===== src/hdl/cmdg_pkg.sv =====
package cmdg_pkg;

  localparam int MAX_WIDTH_DEF  = 2048;
  localparam int MAX_HEIGHT_DEF = 2048;

  localparam int CHAN_W      = 8;
  localparam int DIM_CFG_W   = 12;
  localparam int CFG_DATA_W  = 12;
  localparam int CFG_INDEX_W = 3;
  localparam int QUEUE_DEPTH = 4;

  localparam logic [DIM_CFG_W-1:0] RST_IMAGE_WIDTH  = 12'd1280;
  localparam logic [DIM_CFG_W-1:0] RST_IMAGE_HEIGHT = 12'd1024;
  localparam logic [CHAN_W-1:0]    RST_COLOR_THRESHOLD      = 8'd80;
  localparam logic [CHAN_W-1:0]    RST_BRIGHTNESS_THRESHOLD = 8'd80;

  // BT.601 gray, 14-bit fixed point with rounding
  localparam int GRAY_SUM_W = 22;
  localparam int GRAY_SHIFT = 14;
  localparam logic [GRAY_SUM_W-1:0] GRAY_W_BLUE  = 22'd1868;
  localparam logic [GRAY_SUM_W-1:0] GRAY_W_GREEN = 22'd9617;
  localparam logic [GRAY_SUM_W-1:0] GRAY_W_RED   = 22'd4899;
  localparam logic [GRAY_SUM_W-1:0] GRAY_ROUND   = 22'd8192;

  // 3x3 window: bit s*3+t, s = column slot (0 oldest), t = row (0 top)
  localparam int WIN_COL  = 3;
  localparam int WIN_BITS = 9;

  // line buffer word layout
  localparam int LB_W         = 3;
  localparam int LB_TWO_ABOVE = 0;
  localparam int LB_ABOVE     = 1;
  localparam int LB_GRAY      = 2;

  typedef enum logic [CFG_INDEX_W-1:0] {
    REG_IMAGE_WIDTH          = 3'd0,
    REG_IMAGE_HEIGHT         = 3'd1,
    REG_COLOR_MODE           = 3'd2,
    REG_COLOR_THRESHOLD      = 3'd3,
    REG_BRIGHTNESS_THRESHOLD = 3'd4
  } cfg_reg_t;

  typedef enum logic [1:0] {
    KIND_PIXEL = 2'd0,
    KIND_DRAIN = 2'd1,
    KIND_FINAL = 2'd2
  } item_kind_t;

  typedef struct packed {
    item_kind_t            kind;
    logic                  color_bit;
    logic                  pre_shift;
    logic                  emit;
    logic [WIN_BITS-1:0]   win_mask;
    logic [CHAN_W-1:0]     blue;
    logic [CHAN_W-1:0]     green;
    logic [CHAN_W-1:0]     red;
  } work_t;

  function automatic logic [CHAN_W-1:0] gray_value(input logic [CHAN_W-1:0] b,
                                                   input logic [CHAN_W-1:0] g,
                                                   input logic [CHAN_W-1:0] r);
    logic [GRAY_SUM_W-1:0] sum;
    sum = GRAY_SUM_W'(b) * GRAY_W_BLUE + GRAY_SUM_W'(g) * GRAY_W_GREEN
        + GRAY_SUM_W'(r) * GRAY_W_RED + GRAY_ROUND;
    return sum[GRAY_SUM_W-1:GRAY_SHIFT];
  endfunction

  function automatic logic [WIN_BITS-1:0] window_mask(input logic [1:0] lo,
                                                      input logic [1:0] hi,
                                                      input logic top_ok,
                                                      input logic bot_ok);
    logic [WIN_BITS-1:0] m;
    m = '0;
    for (int s = 0; s < WIN_COL; s++) begin
      for (int t = 0; t < WIN_COL; t++) begin
        m[s*WIN_COL+t] = (2'(s) >= lo) && (2'(s) <= hi) &&
                         (t != 0 || top_ok) && (t != WIN_COL-1 || bot_ok);
      end
    end
    return m;
  endfunction

endpackage


===== src/hdl/cmdg_queue.sv =====
module cmdg_queue import cmdg_pkg::*; #(
  parameter int DEPTH = QUEUE_DEPTH,
  parameter int COL_W = 11
) (
  input  logic             clk,
  input  logic             rst,
  input  logic             push,
  input  work_t            push_work,
  input  logic [COL_W-1:0] push_col,
  output logic             full,
  input  logic             pop,
  output logic             head_valid,
  output work_t            head_work,
  output logic [COL_W-1:0] head_col
);

  localparam int PTR_W = $clog2(DEPTH);
  localparam int CNT_W = $clog2(DEPTH + 1);

  work_t            work_mem [DEPTH];
  logic [COL_W-1:0] col_mem  [DEPTH];
  logic [PTR_W-1:0] wr_ptr, rd_ptr;
  logic [CNT_W-1:0] count;

  assign full       = count == CNT_W'(DEPTH);
  assign head_valid = count != '0;
  assign head_work  = work_mem[rd_ptr];
  assign head_col   = col_mem[rd_ptr];

  always_ff @(posedge clk) begin
    if (push) begin
      work_mem[wr_ptr] <= push_work;
      col_mem[wr_ptr]  <= push_col;
    end
  end

  always_ff @(posedge clk) begin
    if (rst) begin
      wr_ptr <= '0;
      rd_ptr <= '0;
      count  <= '0;
    end else begin
      if (push) begin
        wr_ptr <= (wr_ptr == PTR_W'(DEPTH - 1)) ? '0 : wr_ptr + PTR_W'(1);
      end
      if (pop) begin
        rd_ptr <= (rd_ptr == PTR_W'(DEPTH - 1)) ? '0 : rd_ptr + PTR_W'(1);
      end
      case ({push, pop})
        2'b10:   count <= count + CNT_W'(1);
        2'b01:   count <= count - CNT_W'(1);
        default: count <= count;
      endcase
    end
  end

endmodule


===== config.mk =====
export PLATFORM = sky130hd
export DESIGN_NAME = cmdg_queue
export DESIGN_NICKNAME = d
export VERILOG_FILES = /design/src/hdl/cmdg_pkg.sv /design/src/hdl/cmdg_queue.sv
export SDC_FILE = /design/constraint.sdc
export NUM_CORES = 1
export LEC_CHECK = 0
export ABC_AREA = 1
export BUFFER_PORTS_ARGS = -buffer_cell sky130_fd_sc_hd__buf_2
export CAP_MARGIN = 20
export CORE_MARGIN = 2
export CORE_UTILIZATION = 64
export CTS_BUF_LIST = sky130_fd_sc_hd__clkbuf_4 sky130_fd_sc_hd__clkbuf_8
export DETAILED_ROUTE_END_ITERATION = 10
export GPL_TIMING_DRIVEN = 0
export PLACE_DENSITY = 0.88
export SLEW_MARGIN = 20
export SYNTH_ARGS = -nofsm -noshare
export SYNTH_HDL_FRONTEND = slang
export SYNTH_SLANG_ARGS = --single-unit

===== constraint.sdc =====
create_clock -name clk -period 4.5 [get_ports clk]
set_input_delay 0.9 -clock clk [delete_from_list [all_inputs] [get_ports clk]]
set_output_delay 0.9 -clock clk [all_outputs]
set_load 0.02 [all_outputs]

==> impl_metrics.ini <==
[die]
die_x_um = 114
start_util_pct = 64.8
core.rowCount = 40
dieArea_um2 = 13000
num_io_pins = 104
core_area_um2 = 11900
die_h_um = 114

[synthesis]
synth_top_cell_area_share_pct = 76.2
synthMuxAreaShare_pct = 0
synth_warnings = 0
synth_compound_area_share_pct = 10.6
synth.most_common_cell = edfxtp_1
netlist_instances = 535
synth_top_family_by_area = compound AO/OA/AOI/OAI gates
ys_ff_latch = 205
ys_types = 22
synth_area_per_cell_um2 = 14.4
async_flop_share_pct = 0
synth_adder_area_share_pct = 1.23
synth_xor_area_share_pct = 0.227
synth.area.top_cells = edfxtp_1 (76%), o21ai_0 (6.5%), nor2_1 (5.3%), o22ai_1 (4.0%), dfxtp_1 (2.3%)
synth-simple-area-share_pct = 6.05
synth_flop_cell = edfxtp_1
synth.largest_area_cell = edfxtp_1
synthTopCellsByCount = edfxtp_1 (196), nor2_1 (109), o21ai_0 (100)
yosysSeqAreaShare_pct = 78.6
synth_fp_nets = 595
syn-cell-area_um2 = 7720
synth-edff-count = 196

[clock_network]
path_clk_slew_ns = 0.06
cts_resized = 0
post_cts.repair.setup_buffers = 0
cts_tree = done
cts_root_buffer = clkbuf_8
clock_latency_ns = 0.54
cts_sinks = 205
ctsHtreeMaxLevel = 1
numCtsBuffers = 31
hold_buffers = 0
clockBufferDepth = 3

[global_route]
grt_first_pass_wirelength_mm = 25.1
grt_max_degree = 51
antenna_found_initial = 1
gr-total-overflow = 0
grt_use_total_pct = 24.9
grt_pass1_vias = 5231

[final_layout]
final_cell_area_um2 = 9060
fillers = 711
syn2layout_area_growth_pct = 17.4
fin_nets = 731
fin_util_pct = 76.1
multiInputGateArea_um2 = 1400
drive_above_1_share_pct = 27.2
ff_latch_area_um2 = 6070

[critical_path]
r2r_start = wr_ptr[1]
r2r_end = work_mem[1][23]
reg2reg_depth = 4
required_ns = 3.60
cp-endpoint = head_work[10]
start_kind = register
crit_path_end_kind = output port
crit_type = reg2out
r2r_slack_ns = 2.90
path_max_fanout = 10
worstPathArrival_ns = 2.07

[timing]
worst_pin_slew_ns = 0.727
finalSetupViolCount = 0
fin_ws_ns = 1.53
hold_violations = 0
fmax_mhz = 337
finClkSkew_ns = 0.0309
finalCriticalPeriod_ns = 2.97
rsz0062_at_grt = no
maxSlewViolCount = 0
min_period_over_period_pct = 65.9
fin_tns_setup_ns = 0
slew_headroom_pct = 51.5

[routing]
drtIter0Drc = 553
drt-pass1-iter-count = 5
route.vias.total = 4965
wl_per_cell_um = 19.4
drcViolationCount = 0
drtAntennaViolNets = 0
viasPerCell = 5.88
routed_wl_mm = 16.4

[power_and_ir_drop]
power_density_nw_per_um2 = 465
ir_worst_vdd_mv = 0.265
leakage_uw = 0.00331

[placement]
dp_slack_ns = 2.16
placed_area_um2 = 8430
gp_congestion = 0.750
place_hpwl_mm = 9.48
port-buffer-count = 103

[worst_hold_path]
hold_path_class = reg2reg

[outcome]
status = complete, no violations

[flow_run]
max-cap-violations = 0
-- worst min-delay path by stage --
stage,startpoint,end,slack [ns],depth (start not counted)
global placement,rd_ptr[0],rd_ptr[0],0.48,2
global route,count[2],count[2],0.54,2
detailed placement,rd_ptr[0],rd_ptr[0],0.50,2
floorplan,rd_ptr[0],register,0.47,2
CTS,rd_ptr[0],rd_ptr[0],0.51,2
finish,rd_ptr[0],rd_ptr[0],0.51,2
-- registers in the layout, summed over array words and instances (netlist names), named ones only --
register  cells
work_mem    152
col_mem      44
count         3
rd_ptr        2
wr_ptr        2
-- power by group --
part	internal [µW]	switching (µW)
logic	149	343
clock network	832	664
registers	2190	27.9
total	3170	1030
-- per-stage QoR --
stage               hold WS, ns  power [µW]  std cells
floorplan                 0.468        2550        535
detailed placement        0.504        2750        785
global route              0.540        4350        843
CTS                       0.513        4220        843
finish                    0.510        4210        844
global placement          0.484        2720        785
-- metal layers --
metal  vias up  share of wire (%)  wire (µm)  GRT usage (%)
met5         -                  0          0              0
met4         0                1.4        223           7.56
met3        27                9.1       1500           4.73
met2       269                 51       8410           44.1
met1      2391                 38       6230           31.7
li1       2278                  -          -              -
-- worst max-delay path: stages, from the launching register on --
cell      delay [ns]
dfxtp_1         0.44
clkbuf_1        0.41
o21ai_0         0.23
o22ai_1         0.24
buf_2           0.21
-- area by class of cell --
| cell class | instances | share of cell area [%] |
|---|---|---|
| Multi-Input combinational cell | 284 | 15.5 |
| Tap cell | 147 | 2.03 |
| Inverter | 15 | 0.787 |
| Timing Repair Buffer | 103 | 5.69 |
| Buffer | 31 | 2.11 |
| Clock inverter | 6 | 0.359 |
| Sequential cell | 205 | 66.9 |
| Antenna cell | 1 | 0.0276 |
| Clock buffer | 52 | 6.59 |
-- placed cells by master (no fill, tap or decap), types with 6 or more instances in the layout --
| cell | netlist | layout |
|---|---|---|
| buf_2 | 11 | 114 |
| edfxtp_1 | 196 | 196 |
| ha_1 | 6 | 6 |
| clkbuf_4 | 0 | 19 |
| dfxtp_1 | 9 | 9 |
| inv_1 | 13 | 9 |
| o22ai_1 | 49 | 49 |
| o21ai_0 | 100 | 100 |
| nand2_1 | 11 | 11 |
| clkbuf_1 | 6 | 6 |
| clkbuf_8 | 0 | 33 |
| nor2_1 | 109 | 109 |
-- cells by family (layout without fill, tap and decap cells) --
| family | after synthesis | count (layout) |
|---|---|---|
| XOR/XNOR | 2 | 2 |
| AND/OR/NAND/NOR | 123 | 123 |
| buffers and inverters | 46 | 207 |
| other | 0 | 1 |
| adder cells (fa/ha/maj) | 7 | 7 |
| flip-flops | 205 | 205 |
| AO/OA/AOI/OAI | 152 | 152 |
Note: power is estimated with default switching activity, not from simulation.
