==> config.mk <==
export PLATFORM = sky130hd
export DESIGN_NAME = cmdg_front
export DESIGN_NICKNAME = d
export VERILOG_FILES = /design/src/hdl/cmdg_pkg.sv /design/src/hdl/cmdg_front.sv
export SDC_FILE = /design/constraint.sdc
export NUM_CORES = 1
export LEC_CHECK = 0
export BUFFER_PORTS_ARGS = -buffer_cell sky130_fd_sc_hd__buf_2
export CORE_MARGIN = 1.5
export CORE_UTILIZATION = 35
export DETAILED_ROUTE_END_ITERATION = 8
export GPL_TIMING_DRIVEN = 0
export PLACE_DENSITY = 0.67
export SETUP_SLACK_MARGIN = 0.3
export SLEW_MARGIN = 20
export SYNTH_ARGS = -nofsm -noshare
export SYNTH_HDL_FRONTEND = slang
export SYNTH_SLANG_ARGS = --single-unit
==> constraint.sdc <==
create_clock -name clk -period 5.34 [get_ports clk]
set_input_delay 0.801 -clock clk [delete_from_list [all_inputs] [get_ports clk]]
set_output_delay 0.801 -clock clk [all_outputs]
set_load 0.02 [all_outputs]
==> src/hdl/cmdg_pkg.sv <==
package cmdg_pkg;

  localparam int MAX_WIDTH_DEF  = 2048;
  localparam int MAX_HEIGHT_DEF = 2048;

  localparam int CHAN_W      = 8;
  localparam int DIM_CFG_W   = 12;
  localparam int CFG_DATA_W  = 12;
  localparam int CFG_INDEX_W = 3;
  localparam int QUEUE_DEPTH = 4;

  localparam logic [DIM_CFG_W-1:0] RST_IMAGE_WIDTH  = 12'd1280;
  localparam logic [DIM_CFG_W-1:0] RST_IMAGE_HEIGHT = 12'd1024;
  localparam logic [CHAN_W-1:0]    RST_COLOR_THRESHOLD      = 8'd80;
  localparam logic [CHAN_W-1:0]    RST_BRIGHTNESS_THRESHOLD = 8'd80;

  // BT.601 gray, 14-bit fixed point with rounding
  localparam int GRAY_SUM_W = 22;
  localparam int GRAY_SHIFT = 14;
  localparam logic [GRAY_SUM_W-1:0] GRAY_W_BLUE  = 22'd1868;
  localparam logic [GRAY_SUM_W-1:0] GRAY_W_GREEN = 22'd9617;
  localparam logic [GRAY_SUM_W-1:0] GRAY_W_RED   = 22'd4899;
  localparam logic [GRAY_SUM_W-1:0] GRAY_ROUND   = 22'd8192;

  // 3x3 window: bit s*3+t, s = column slot (0 oldest), t = row (0 top)
  localparam int WIN_COL  = 3;
  localparam int WIN_BITS = 9;

  // line buffer word layout
  localparam int LB_W         = 3;
  localparam int LB_TWO_ABOVE = 0;
  localparam int LB_ABOVE     = 1;
  localparam int LB_GRAY      = 2;

  typedef enum logic [CFG_INDEX_W-1:0] {
    REG_IMAGE_WIDTH          = 3'd0,
    REG_IMAGE_HEIGHT         = 3'd1,
    REG_COLOR_MODE           = 3'd2,
    REG_COLOR_THRESHOLD      = 3'd3,
    REG_BRIGHTNESS_THRESHOLD = 3'd4
  } cfg_reg_t;

  typedef enum logic [1:0] {
    KIND_PIXEL = 2'd0,
    KIND_DRAIN = 2'd1,
    KIND_FINAL = 2'd2
  } item_kind_t;

  typedef struct packed {
    item_kind_t            kind;
    logic                  color_bit;
    logic                  pre_shift;
    logic                  emit;
    logic [WIN_BITS-1:0]   win_mask;
    logic [CHAN_W-1:0]     blue;
    logic [CHAN_W-1:0]     green;
    logic [CHAN_W-1:0]     red;
  } work_t;

  function automatic logic [CHAN_W-1:0] gray_value(input logic [CHAN_W-1:0] b,
                                                   input logic [CHAN_W-1:0] g,
                                                   input logic [CHAN_W-1:0] r);
    logic [GRAY_SUM_W-1:0] sum;
    sum = GRAY_SUM_W'(b) * GRAY_W_BLUE + GRAY_SUM_W'(g) * GRAY_W_GREEN
        + GRAY_SUM_W'(r) * GRAY_W_RED + GRAY_ROUND;
    return sum[GRAY_SUM_W-1:GRAY_SHIFT];
  endfunction

  function automatic logic [WIN_BITS-1:0] window_mask(input logic [1:0] lo,
                                                      input logic [1:0] hi,
                                                      input logic top_ok,
                                                      input logic bot_ok);
    logic [WIN_BITS-1:0] m;
    m = '0;
    for (int s = 0; s < WIN_COL; s++) begin
      for (int t = 0; t < WIN_COL; t++) begin
        m[s*WIN_COL+t] = (2'(s) >= lo) && (2'(s) <= hi) &&
                         (t != 0 || top_ok) && (t != WIN_COL-1 || bot_ok);
      end
    end
    return m;
  endfunction

endpackage

==> src/hdl/cmdg_front.sv <==
module cmdg_front import cmdg_pkg::*; #(
  parameter int MAX_WIDTH  = MAX_WIDTH_DEF,
  parameter int MAX_HEIGHT = MAX_HEIGHT_DEF,
  localparam int COL_W = $clog2(MAX_WIDTH)
) (
  input  logic                 clk,
  input  logic                 rst,
  input  logic                 in_valid,
  output logic                 in_ready,
  input  logic                 op,
  input  logic [CHAN_W-1:0]    blue,
  input  logic [CHAN_W-1:0]    green,
  input  logic [CHAN_W-1:0]    red,
  input  logic [DIM_CFG_W-1:0] image_width,
  input  logic [DIM_CFG_W-1:0] image_height,
  input  logic                 color_mode,
  input  logic [CHAN_W-1:0]    color_threshold,
  input  logic                 q_full,
  output logic                 push,
  output work_t                push_work,
  output logic [COL_W-1:0]     push_col
);

  localparam int WW    = $clog2(MAX_WIDTH + 1);
  localparam int ROW_W = $clog2(MAX_HEIGHT + 2);
  localparam int WC_W  = (WW > DIM_CFG_W) ? WW : DIM_CFG_W;
  localparam int HC_W  = (ROW_W > DIM_CFG_W) ? ROW_W : DIM_CFG_W;

  logic [COL_W-1:0] col;
  logic [ROW_W-1:0] row;

  logic [WW-1:0]    w_eff;
  logic [ROW_W-1:0] h_eff;
  logic [WW-1:0]    col_w;
  logic             accept, ignored, is_pixel, is_drain, is_final;
  logic             col_zero, col_wrap;
  logic             row_ge2, row_ge3, row_lt_h;
  logic [1:0]       lo, hi;
  logic             top_ok, bot_ok, emit, pre_shift;
  logic [CHAN_W-1:0] diff;

  always_comb begin
    if (image_width == '0) begin
      w_eff = WW'(1);
    end else if (WC_W'(image_width) > WC_W'(MAX_WIDTH)) begin
      w_eff = WW'(MAX_WIDTH);
    end else begin
      w_eff = WW'(image_width);
    end
    if (image_height == '0) begin
      h_eff = ROW_W'(1);
    end else if (HC_W'(image_height) > HC_W'(MAX_HEIGHT)) begin
      h_eff = ROW_W'(MAX_HEIGHT);
    end else begin
      h_eff = ROW_W'(image_height);
    end
  end

  assign row_lt_h = row < h_eff;
  assign is_pixel = row_lt_h && !op;
  assign ignored  = row_lt_h && op;     // drain before the frame is complete
  assign is_drain = row == h_eff;
  assign is_final = row > h_eff;

  assign col_w    = WW'(col);
  assign col_zero = col == '0;
  assign col_wrap = (col_w + WW'(1)) >= w_eff;
  assign row_ge2  = row >= ROW_W'(2);
  assign row_ge3  = row >= ROW_W'(3);

  // column 0 and the frame end emit the last pixel of the row two back
  // before the window shifts; other columns emit after it
  always_comb begin
    if (is_final || col_zero) begin
      lo        = (w_eff >= WW'(2)) ? 2'd1 : 2'd2;
      hi        = 2'd2;
      top_ok    = row_ge3;
      bot_ok    = row <= h_eff;
      emit      = is_final || row_ge2;
      pre_shift = 1'b1;
    end else begin
      lo        = (col > COL_W'(1)) ? 2'd0 : 2'd1;
      hi        = (col_w < w_eff) ? 2'd2 : 2'd1;
      top_ok    = row_ge2;
      bot_ok    = row_lt_h;
      emit      = row != '0;
      pre_shift = 1'b0;
    end
  end

  always_comb begin
    if (color_mode) begin
      diff = (red > blue) ? red - blue : '0;
    end else begin
      diff = (blue > red) ? blue - red : '0;
    end
  end

  assign in_ready = !q_full;
  assign accept   = in_valid && in_ready;
  assign push     = accept && !ignored;

  always_comb begin
    if (is_final) begin
      push_work.kind = KIND_FINAL;
    end else if (is_drain) begin
      push_work.kind = KIND_DRAIN;
    end else begin
      push_work.kind = KIND_PIXEL;
    end
    push_work.color_bit = is_pixel && (diff > color_threshold);
    push_work.pre_shift = pre_shift;
    push_work.emit      = emit;
    push_work.win_mask  = window_mask(lo, hi, top_ok, bot_ok);
    push_work.blue      = blue;
    push_work.green     = green;
    push_work.red       = red;
  end

  assign push_col = col;

  always_ff @(posedge clk) begin
    if (rst) begin
      col <= '0;
      row <= '0;
    end else if (push) begin
      if (is_final) begin
        col <= '0;
        row <= '0;
      end else if (col_wrap) begin
        col <= '0;
        row <= row + ROW_W'(1);
      end else begin
        col <= col + COL_W'(1);
      end
    end
  end

endmodule

==> reports/summary.txt <==
Total Wirelength = 9300 um
Syn_area_per_cell = 7.42 um2
Worst-Margin Slew = 0.789 ns
Worst hold path type = register to register
Synth top area share = 22.8%
Total CTS buffers = 3
Max Clk Rate = 210 MHz
Leakage = 2.14 nW
Slew headroom = 47.0%
Required @ worst endpoint = 4.54 ns
Avg Vias per Cell = 5.25
CP endpoint kind = primary output
Drt initial violations = 140
Max Slew Vio Count = 0
Area leader, netlist = ha_1
Post-synth top cells = ha_1, inv_1, a21oi_1
TNS Setup = 0 ns
Die area = 0.0108 mm2
Final hold violation count = 0
Adder-Cell Fraction of Synth Area = 23.9%
Synth Area in Compound Gates = 24.4%
Syn_nets = 610
I/O Buffers = 103
CTS clock-pin slew for the worst setup and hold paths = 0.08 ns
Sequential Power Share = 33.7%
CTS tree = yes
Core Area = 0.00982 mm2
CP max-delay cell = fa_1
Clk sinks = 23
H-tree Lvls = 1
Antenna violations before repair = 0
VDD IR max = 66.2 uV
Most common cell in the netlist = ha_1
First-pass GRT wire length = 15600 um
Async S/R FF share, synth = 0%
Setup CP Type = input port to primary output
Switching Share = 36.6%
Warnings from Yosys = 0
Final HPWL DP = 7780 um
Antenna Nets Post-Route = 0
Largest net degree at the start of global routing = 13
Starting Density = 36.4%
Syn-to-layout area delta = 20.4%
XOR/XNOR share of the synthesized area = 2.70%
Mapped Area = 0.00357 mm2
Final period util = 89.2%
Die H = 104 um
Crit-path most repeated cell = buf_2
DR WL/cell = 12.9 um
Main combinational cell family by area after synthesis = compound AO/OA/AOI/OAI gates
Setup ws final = 0.577 ns
Time the worst path needs with I/O delays and setup = 4.76 ns
DRC Markers = 0
Mux share of post-synthesis cell area = 0.315%
Worst-skew pair later-pin latency = 0.27 ns
Die width = 104 um
Drt first pass iters = 4
Pwr dens = 119 mW/mm2
Routed vias = 3783
Crit path max fanout = 10
Dpl ws = 0.477 ns
Row count = 36
Setup repair after global routing missed its margin = false
Root buf cell = clkbuf_8
Post-Synth Simple-Gate Area = 23.0%
Critical Path Start Type = input port
Status = finished clean
Share of layout cells above drive strength 1 = 24.8%
Remaining Overflow, GRT = 0
Postcts setup bufs = 0
Diode count = 0
# setup viols final = 0
Synth unique cells = 55
RePlAce Congestion = 0.893
Logic gate share of total power = 44.6%
CP cell instances = buf_2 -> inv_1 -> ha_1 -> inv_1 -> fa_1 -> a21o_1 -> a21oi_1 -> o22ai_1 -> o211a_1 -> buf_2 -> a22o_1 -> ha_1 -> nor2b_1 -> o21ai_0 -> nand2b_1 -> a21oi_1 -> nor2_1 -> a211oi_1 -> nor4_1 -> buf_2
Worst EP arrival = 3.96 ns
Number of flops mapped to enable cells by yosys = 0
Largest cells by area after synthesis = ha_1, dfxtp_1, a21oi_1, buf_4, inv_1
Clock tree buffer depth = 2
Int Power = 0.000326 W
Maxcap violations = 0
Hold WS = 0.506 ns
Crit-path max cell delay = 0.40 ns
Final nets = 718
Final clock skew = 0.00285 ns
Cell count after synthesis = 481
Aggregate global-route resource usage = 16.7%
Main flop type after synthesis = dfxtp_1
I/O pins = 113
Post-synthesis register bit count = 23
Clk network pwr share = 21.6%
NetSw = 0.000188 W
Vias in the first global route = 3496
Sequential fraction of the synthesis area = 12.9%
## through the flow
step	utilization, %	power, W	instance area (um2)	instances
after detailed placement	43.3	0.000405	4250	717
after CTS	43.8	0.000514	4300	721
final	43.8	0.000513	4300	721
after global routing	43.8	0.000550	4300	721
after floorplan	-	0.000334	3570	481
after global placement	43.3	0.000398	4250	717
## routing by layer
metal	GRT usage, %	vias to the layer above	share of wire (%)
met5	0	-	0
met4	4.76	0	1.7
met3	1.63	12	5.0
met2	29.6	121	48
met1	21.5	1718	45
li1	-	1932	-
## state kept, by name, indices dropped and copies added (netlist names)
signal,count
push_col,11
row,12
## placed cells by master (no fill, tap or decap), types with 8 or more instances in the layout
master / instances
ha_1: 65
o21ai_0: 13
buf_2: 107
a21oi_1: 41
nor2_1: 29
nand4_1: 11
nor3_1: 10
o31ai_1: 8
nand3b_1: 10
buf_4: 27
a21o_1: 10
clkbuf_1: 11
or4_1: 8
nand2b_1: 8
inv_1: 47
nand2_1: 38
nor4_1: 8
nand3_1: 10
dfxtp_1: 23
## worst max-delay path, delay by kind of cell
kind / cells / cell delay [ns]
compound gates: 8 / 1.44
fa+ha+maj: 3 / 0.81
buf+inv: 5 / 0.58
simple gates: 4 / 0.33
## worst paths after layout
kind              cells after the start       endpoint         from  slack [ns]
setup / recovery                     20  push_work[35]       red[0]        0.58
hold reg to reg                       2         row[0]       row[0]        0.51
hold / removal                        2         row[0]       row[0]        0.51
setup reg to reg                     12    push_col[5]  push_col[2]        1.52
## logic make-up after synthesis
| family | Yosys count |
|---|---|
| adder cells (fa/ha/maj) | 67 |
| buffers and inverters | 92 |
| XOR/XNOR | 11 |
| flip-flops | 23 |
| AND/OR/NAND/NOR | 158 |
| multiplexers | 1 |
| AO/OA/AOI/OAI | 129 |
## layout make-up
cell class,instances,area (um2)
plain buffers,43,275
well taps,133,166
flip-flops and latches,23,460
clock buffers,4,45.0
repair buffers,103,515
multi-input cells,366,2650
inverters,49,184
fillers,1013,5520
## what timing repair did
| action | in CTS | in global routing |
|---|---|---|
| gates resized for setup | 0 | 6 |
| hold buffers | 0 | 0 |
| endpoints found under the setup margin | 0 | 1 |
## power by group through the flow
stage          clock, W  combinational [W]  sequential [W]
6_report       0.000111           0.000229        0.000173
3_3_place_gp          0           0.000221        0.000177
2_1_floorplan         0           0.000157        0.000178
5_1_grt        0.000120           0.000256        0.000173
3_5_place_dp          0           0.000228        0.000177
4_1_cts        0.000113           0.000229        0.000173
Power figures use the tool's default switching activity.
